File: src/hdl/trsmq_pkg.sv
// ----------------------------------------------------------------------------
// trsmq_pkg
// Types, widths and arithmetic helpers shared by the TRS matrix pipeline.
// ----------------------------------------------------------------------------
package trsmq_pkg;

    // Field and intermediate widths
    localparam int FIX_W  = 32;   // Q16.16 position, scale and matrix entries
    localparam int QUAT_W = 16;   // Q2.14 quaternion components
    localparam int PROD_W = 32;   // Q4.28 quaternion products
    localparam int R28_W  = 34;   // rotation entry in Q.28 before rounding
    localparam int ROT_W  = 30;   // rotation entry rounded to Q.24
    localparam int MUL_W  = ROT_W + FIX_W;   // Q.40 rotation times scale
    localparam int RND_W  = MUL_W - 24;      // product after the Q.40 to Q.16 shift

    typedef logic signed [FIX_W-1:0]  fix_t;
    typedef logic signed [QUAT_W-1:0] quat_t;
    typedef logic signed [PROD_W-1:0] prod_t;
    typedef logic signed [R28_W-1:0]  r28_t;
    typedef logic signed [ROT_W-1:0]  rot_t;
    typedef logic signed [MUL_W-1:0]  mul_t;
    typedef logic signed [RND_W-1:0]  rnd_t;

    // Slots of the quaternion product vector
    localparam int P_XX = 0;
    localparam int P_YY = 1;
    localparam int P_ZZ = 2;
    localparam int P_XY = 3;
    localparam int P_XZ = 4;
    localparam int P_YZ = 5;
    localparam int P_WX = 6;
    localparam int P_WY = 7;
    localparam int P_WZ = 8;

    // Constants
    localparam r28_t R28_ONE   = 34'sd268435456;   // 1.0 in Q.28
    localparam r28_t R28_HALF  = 34'sd8;           // half an LSB of Q.24
    localparam mul_t MUL_HALF  = 62'sd8388608;     // half an LSB of Q.16 in Q.40
    localparam rnd_t FIX_MAX_R = 38'sd2147483647;
    localparam rnd_t FIX_MIN_R = -38'sd2147483648;

    // One input item
    typedef struct packed {
        fix_t  pos_x;
        fix_t  pos_y;
        fix_t  pos_z;
        quat_t quat_w;
        quat_t quat_x;
        quat_t quat_y;
        quat_t quat_z;
        fix_t  scale_x;
        fix_t  scale_y;
        fix_t  scale_z;
    } in_t;

    // After the product stage
    typedef struct packed {
        fix_t  [2:0] pos;
        fix_t  [2:0] scl;
        prod_t [8:0] prod;
    } prod_stage_t;

    // After the rotation stage: rot is row-major, rot[3*r+c]
    typedef struct packed {
        fix_t [2:0] pos;
        fix_t [2:0] scl;
        rot_t [8:0] rot;
    } rot_stage_t;

    // After the scale multiply
    typedef struct packed {
        fix_t [2:0] pos;
        mul_t [8:0] prd;
    } mul_stage_t;

    // Top three rows of the model matrix, m[4*r+c]
    typedef struct packed {
        fix_t [11:0] m;
    } mat_t;

    // Sign-extend a product to the Q.28 entry width
    function automatic r28_t ext_r28(input prod_t p);
        return {{(R28_W-PROD_W){p[PROD_W-1]}}, p};
    endfunction

    // Round Q.28 to Q.24, halves toward plus infinity
    function automatic rot_t round_r24(input r28_t r);
        r28_t t;
        t = r + R28_HALF;
        return t[R28_W-1:4];
    endfunction

    // Round Q.40 to Q16.16 and saturate to 32 bits
    function automatic fix_t round_sat(input mul_t p);
        mul_t t;
        rnd_t q;
        t = p + MUL_HALF;
        q = t[MUL_W-1:24];
        if (q > FIX_MAX_R)
            return FIX_MAX_R[FIX_W-1:0];
        else if (q < FIX_MIN_R)
            return FIX_MIN_R[FIX_W-1:0];
        else
            return q[FIX_W-1:0];
    endfunction

endpackage

File: src/hdl/trsmq_rot.sv
// ----------------------------------------------------------------------------
// trsmq_rot
// Stage 2: rotation matrix entries in Q.28, rounded to Q.24, registered.
// ----------------------------------------------------------------------------
module trsmq_rot (
    input  logic                     clk,
    input  logic                     rst_n,
    input  logic                     in_valid,
    output logic                     in_ready,
    input  trsmq_pkg::prod_stage_t   in_data,
    output logic                     out_valid,
    input  logic                     out_ready,
    output trsmq_pkg::rot_stage_t    out_data
);
    import trsmq_pkg::*;

    logic        vld_reg;
    rot_stage_t  data_reg;
    rot_stage_t  data_next;
    r28_t [8:0]  r28;

    assign in_ready  = !vld_reg || out_ready;
    assign out_valid = vld_reg;
    assign out_data  = data_reg;

    // Expand the quaternion into the rotation part, row-major
    always_comb
    begin
        r28[0] = R28_ONE - ((ext_r28(in_data.prod[P_YY]) + ext_r28(in_data.prod[P_ZZ])) <<< 1);
        r28[1] = (ext_r28(in_data.prod[P_XY]) - ext_r28(in_data.prod[P_WZ])) <<< 1;
        r28[2] = (ext_r28(in_data.prod[P_XZ]) + ext_r28(in_data.prod[P_WY])) <<< 1;
        r28[3] = (ext_r28(in_data.prod[P_XY]) + ext_r28(in_data.prod[P_WZ])) <<< 1;
        r28[4] = R28_ONE - ((ext_r28(in_data.prod[P_XX]) + ext_r28(in_data.prod[P_ZZ])) <<< 1);
        r28[5] = (ext_r28(in_data.prod[P_YZ]) - ext_r28(in_data.prod[P_WX])) <<< 1;
        r28[6] = (ext_r28(in_data.prod[P_XZ]) - ext_r28(in_data.prod[P_WY])) <<< 1;
        r28[7] = (ext_r28(in_data.prod[P_YZ]) + ext_r28(in_data.prod[P_WX])) <<< 1;
        r28[8] = R28_ONE - ((ext_r28(in_data.prod[P_XX]) + ext_r28(in_data.prod[P_YY])) <<< 1);
    end

    // Round entries to Q.24 and pass translation and scale along
    always_comb
    begin
        data_next.pos = in_data.pos;
        data_next.scl = in_data.scl;
        for (int i = 0; i < 9; i++)
        begin
            data_next.rot[i] = round_r24(r28[i]);
        end
    end

    // Advance valid bit
    always_ff @(posedge clk or negedge rst_n)
    begin
        if (!rst_n)
            vld_reg <= 1'b0;
        else if (in_ready)
            vld_reg <= in_valid;
    end

    // Load payload on accept
    always_ff @(posedge clk)
    begin
        if (in_ready && in_valid)
            data_reg <= data_next;
    end
endmodule

File: config.mk
export PLATFORM = sky130hd
export DESIGN_NAME = trsmq_rot
export DESIGN_NICKNAME = d
export VERILOG_FILES = /design/src/hdl/trsmq_pkg.sv /design/src/hdl/trsmq_rot.sv
export SDC_FILE = /design/constraint.sdc
export NUM_CORES = 1
export LEC_CHECK = 0
export ABC_AREA = 1
export BUFFER_PORTS_ARGS = -buffer_cell sky130_fd_sc_hd__buf_2
export CORE_AREA = 2 2 367 369
export DETAILED_ROUTE_END_ITERATION = 6
export DIE_AREA = 0 0 369 371
export PLACE_DENSITY_LB_ADDON = 0.12
export SYNTH_ARGS = -nofsm -noshare
export SYNTH_HDL_FRONTEND = slang
export SYNTH_SLANG_ARGS = --single-unit
File: constraint.sdc
create_clock -name clk -period 46.4 [get_ports clk]
set_input_delay 6.96 -clock clk [delete_from_list [all_inputs] [get_ports clk]]
set_output_delay 6.96 -clock clk [all_outputs]
set_load 0.02 [all_outputs]
==> impl_metrics.json, run 1 <==
{
  "relSlewSlack_pct": 30.23,
  "first_global_vias": 43614,
  "post_cts_resized": 0,
  "ff2ff_path_depth": 4,
  "root_buffer": "clkbuf_16",
  "yosysWarnings": 0,
  "path_common_cell": "buf_2",
  "dpl_cell_area_um2": 50360,
  "fmax_mhz": 68.00,
  "clockBufferDepth": 3,
  "drive_above_1_share_pct": 16.60,
  "fin_area_um2": 52350,
  "r2r-start": "out_valid",
  "postCtsHoldBufs": 0,
  "vias_per_cell": 4.985,
  "critical_path_arrival_ps": 7750,
  "placementRows": 134,
  "powerDensity_nw_per_um2": 31.57,
  "maxSlewViolCount": 0,
  "grt-ovfl-total": 0,
  "cap_violations": 0,
  "ys_seq_elements": 463,
  "crit_buf_inv": 3,
  "cts_inserted_buffers": 55,
  "period_minus_slack_ps": 14710,
  "ir_worst_vdd_v": 0.00003127,
  "io-pin-count": 948,
  "chipWidth_um": 369,
  "worst_pin_slew_ps": 1047,
  "holdPathStages": 1,
  "holdPathEnd": "out_data[259]",
  "postLayoutCoreUtil_pct": 39.43,
  "hpwl_mm": 198.2,
  "setup_violations": 0,
  "dieArea_um2": 136900,
  "portBuffers": 947,
  "crit_path_start_kind": "input port",
  "num_vias": 47093,
  "ant_nets": 0,
  "netlist.area_leader.share_pct": 31.69,
  "worstSetupPathType": "in2out",
  "core_area_um2": 132800,
  "crit_path_end_kind": "output pin",
  "syn_area_um2": 43780,
  "avgSynthCellArea_um2": 6.555,
  "setup-tns-final_ps": 0,
  "syn_inst": 6679,
  "synth_top_flop_cell": "edfxtp_1",
  "crit_cells": 4,
  "max_stage_delay_ps": 300,
  "synth_area_leader_cell": "edfxtp_1",
  "area_growth_syn_to_layout_pct": 19.58,
  "synth_cell_types": 53,
  "antenna_found_initial": 67,
  "drt_wl_total_mm": 226.4,
  "initial_utilization_pct": 32.97,
  "final_nets": 8387,
  "synth_fp_nets": 7454,
  "final-hold-violation-count": 0,
  "cpLargestDelayFamily": "buffers and inverters",
  "cp_max_fo": 3,
  "leakagePower_nw": 27.32,
  "min_from": "out_valid",
  "fin_crit_sh_pct": 31.69,
  "post-cts-setup-buffers": 0,
  "die_h_um": 371,
  "synth_common_cells": "2218 x nand2_1, 1216 x inv_1, 782 x nor2_1",
  "critPathRequiredTime_ps": 39440,
  "synth_edf_count": 462,
  "critPathSlowestCell": "buf_2",
  "ys_async_sr_fraction_pct": 0.2160,
  "tritoncts": "built",
  "synthMostInstantiatedCell": "nand2_1",
  "synthTopCellsByArea": "edfxtp_1 32%, nand2_1 19%, inv_1 10%, ha_1 8.2%, nor2_1 6.7%",
  "seq_area_frac_synth_pct": 31.75,
  "grt_setup_unrepaired": "false",
  "path_cells": "buf_2 -> inv_1 -> nand2_1 -> buf_2",
  "r2r-end": "out_data[107]",
  "track_usage_pct": 31.67,
  "dr.pass1.iters": 6,
  "routedWlPerCell_um": 23.96,
  "drc": 0,
  "clock_latency_ps": 710,
  "grt_max_degree": 147,
  "cts_sinks": 463,
  "htreeDepth": 2,
  "hold_class": "reg2reg",
  "finalWeightedCongestion": 1.033,
  "grt_pass1_wl_mm": 310.1,
  "status": "completed",
  "first_iter_violations": 4074,
  "ff2ff_setup_slack_ps": 42630,
  "clk_pin_slew_ps": 60,
  "clock_skew_ps": 48.90
}
## registers in the layout, indices dropped and copies added, names as in the netlist
name       count
out_data     462
out_valid      1
## metrics by stage
stage               hold WS, ps  setup WS, ps  power (W)  std cells
detailed placement        852.6         31660   0.001172       9323
global route              899.7         31690   0.001738       9438
finish                    867.5         31690   0.001653       9446
CTS                       879.6         31660   0.001659       9426
floorplan                 768.2         15840  0.0009485       6679
global placement          842.8         31600   0.001174       9323
## metal layers
metal  up-vias  part of all wire, %  GRT usage, %
met5         -                0.015             0
met4         6                  2.8         8.509
met3       279                  8.0         6.306
met2      1808                   44         49.96
met1     22122                   45         43.90
li1      22878                    -             -
## cell usage in the layout, fill, tap and decap left out, types with 45 or more instances in the layout
cell | netlist | layout
ha_1 | 288 | 288
inv_1 | 1216 | 1216
clkbuf_16 | 0 | 55
xnor2_1 | 45 | 45
nand2_2 | 52 | 52
nor2_1 | 782 | 782
nand2_1 | 2218 | 2218
a21oi_1 | 257 | 256
buf_2 | 43 | 947
edfxtp_1 | 462 | 462
o21ai_0 | 145 | 145
nor2_2 | 57 | 57
nand3_1 | 467 | 467
nand4_1 | 129 | 129
nor3_1 | 65 | 65
xor2_1 | 150 | 150
## where the power goes
part	switching [W]	leakage [nW]	total (W)	internal (W)
Clock	0.000203	0.940	0.000478	0.000275
Combinational	0.000469	22.0	0.000642	0.000173
Sequential	0.0000180	4.40	0.000533	0.000515
Total	0.000690	27.3	0.00165	0.000963
## worst max path at each step
stage                    from           to  slack [ps]
floorplan            in_valid  out_data[0]       15840
global route        out_ready     in_ready       31690
detailed placement  out_ready     in_ready       31660
global placement    out_ready     in_ready       31600
finish              out_ready     in_ready       31690
CTS                 out_ready     in_ready       31660
## cell type report
class                      count  area, um2
timing repair buffer         954       4805
fill                       14559      80440
tap                         1768       2212
antenna                       20      50.05
clock buffer                  61       1399
clock inverter                42      541.8
multi-input combinational   4883      24730
sequential                   463      13900
inverter                    1255       4713
## worst register-to-register path, cell delays in order (launching register included)
cell and delay [ps]:
dfrtp_1 420, a21oi_4 680, buf_4 650, buf_4 730
buf_4 800
## kinds of logic after synthesis
group	synth area share (%)
AO/OA/AOI/OAI	6.093
XOR/XNOR	4.261
adder cells (fa/ha/maj)	8.368
buffers and inverters	11.78
flip-flops	31.75
AND/OR/NAND/NOR	37.75
(Power assumes the default switching activity.)
==> inputs of run 2 (changes only) <==
Settings changed: CORE_AREA 2 2 367 369 to 2 2 365 367, DIE_AREA 0 0 369 371 to 0 0 367 369.
Clock period 46.4 ns to 13.83 ns, I/O delays scaled along.
==> run 2 against run 1 <==
  * Wire length up 2.5%
  * Sequential cell count unchanged
  * Cell count down 0.23%
  * Global-route usage up 1.2 points
  * Cell area down 0.11%
  * Sequential share of layout area about the same
  * Critical path depth unchanged
==> impl_metrics.json, run 2 (synthesis gave the netlist of run 1 again) <==
{
  "cpLargestDelayFamily": "buffers and inverters",
  "clockBufferDepth": 3,
  "drt_wl_total_mm": 232.1,
  "finalWeightedCongestion": 1.056,
  "crit_path_start_kind": "input port",
  "first_iter_violations": 4825,
  "largest_reg_flops": 462,
  "tritoncts": "built",
  "drc": 0,
  "grt_max_degree": 159,
  "fin_area_um2": 52290,
  "post_cts_resized": 0,
  "grt-ovfl-total": 0,
  "endpoint": "in_ready",
  "drive_above_1_share_pct": 16.63,
  "status": "completed",
  "cap_violations": 0,
  "placementRows": 133,
  "chipWidth_um": 367,
  "root_buffer": "clkbuf_16",
  "critPathRequiredTime_ps": 11760,
  "setup-tns-final_ps": 0,
  "clk_pin_slew_ps": 60,
  "powerDensity_nw_per_um2": 106.2,
  "final_nets": 8390,
  "cp_max_fo": 2,
  "worst_pin_slew_ps": 1029,
  "cts_sinks": 463,
  "routedWlPerCell_um": 24.63,
  "htreeDepth": 2,
  "crit_start": "out_ready",
  "grt_setup_unrepaired": "false",
  "dpl_cell_area_um2": 50350,
  "ant_nets": 0,
  "cts_inserted_buffers": 57,
  "max_stage_delay_ps": 340,
  "final_cell_mix": "2218 x nand2_1, 1216 x inv_1, 947 x buf_2",
  "clock_skew_ps": 38.73,
  "antenna_found_initial": 50,
  "first_global_vias": 44485,
  "worstSetupPathType": "in2out",
  "final-hold-violation-count": 0,
  "place_ws_ps": 8434,
  "fin_crit_sh_pct": 36.11,
  "worst_slack_ps": 8836,
  "core_area_um2": 131100,
  "clock_latency_ps": 700,
  "crit_cells": 4,
  "ir_worst_vdd_v": 0.0001136,
  "fmax_mhz": 200.2,
  "relSlewSlack_pct": 31.41,
  "area_growth_syn_to_layout_pct": 19.45,
  "crit_path_end_kind": "output pin",
  "path_cells": "buf_2 -> inv_1 -> nand2_1 -> buf_2",
  "holdWs_ps": 959.6,
  "portBuffers": 947,
  "post-cts-setup-buffers": 0,
  "maxSlewViolCount": 0,
  "io-pin-count": 948,
  "track_usage_pct": 32.85,
  "num_vias": 47580,
  "leakagePower_nw": 27.31,
  "dieArea_um2": 135400,
  "r2r-start": "out_valid",
  "critical_path_arrival_ps": 2920,
  "final_common_cell": "nand2_1",
  "ff2ff_setup_slack_ps": 10700,
  "die_h_um": 369,
  "hpwl_mm": 203.3,
  "dr.pass1.iters": 6,
  "setup_violations": 0,
  "period_minus_slack_ps": 4994,
  "postCtsHoldBufs": 0,
  "grt_pass1_wl_mm": 319.9,
  "fillCellCount": 14415,
  "crit_buf_inv": 3,
  "r2r-end": "out_data[398]",
  "path_common_cell": "buf_2",
  "critPathSlowestCell": "nand2_1",
  "vias_per_cell": 5.049,
  "ff2ff_path_depth": 4,
  "initial_utilization_pct": 33.39,
  "hold_class": "reg2reg"
}
## run 2: cell count changes in the layout (fill, tap and decap cells not counted)
cell       change
diode_2       -10
clkinv_2       +1
bufinv_16      -3
clkbuf_1       +4
clkbuf_16      +2
buf_4          +1
clkinv_1       -6
inv_6          +2
## run 2: area by class of cell
type / count / area [um2] / share of cell area, %
multi-input cells: 4883 / 24730 / 47.30
flip-flops and latches: 463 / 13900 / 26.58
repair buffers: 955 / 4812 / 9.202
inverters: 1255 / 4713 / 9.013
well taps: 1755 / 2196 / 4.199
clock buffers: 67 / 1464 / 2.799
clock inverters: 36 / 451.7 / 0.8638
diodes: 10 / 25.02 / 0.04785
## run 2: how the worst min path moves through the flow
stage	start	to	depth (start not counted)	slack, ps
6_report	out_valid	out_data[147]	2	960
5_1_grt	out_valid	out_valid	2	990
4_1_cts	out_valid	out_data[243]	2	960
3_5_place_dp	out_valid	out_valid	2	960
3_3_place_gp	out_valid	out_valid	2	940
2_1_floorplan	out_valid	out_valid	2	810
## run 2: metal layers
metal	up-vias	track usage, %	wire (um)
li1	22903	-	-
met1	22372	44.58	101900
met2	1984	52.79	103800
met3	315	6.499	18500
met4	6	9.332	7909
met5	-	0	34
## run 2: worst reg2reg max path, stage by stage, from the launching register on
cell	delay, ps
dfrtp_1	410
a21oi_4	170
buf_4	390
buf_4	790
buf_12	760
## run 2: metrics by stage
| step | std cells | util [%] | total power (W) |
|---|---|---|---|
| floorplan | 6679 | - | 0.003132 |
| global placement | 9311 | 38.40 | 0.003970 |
| detailed placement | 9311 | 38.40 | 0.003954 |
| CTS | 9414 | 39.86 | 0.005558 |
| global route | 9416 | 39.86 | 0.005825 |
| finish | 9424 | 39.88 | 0.005552 |
## run 2: power breakdown
| part | switching, W | internal, W |
|---|---|---|
| Combinational | 0.00159 | 0.000585 |
| Sequential | 0.0000700 | 0.00173 |
| Clock | 0.000690 | 0.000893 |
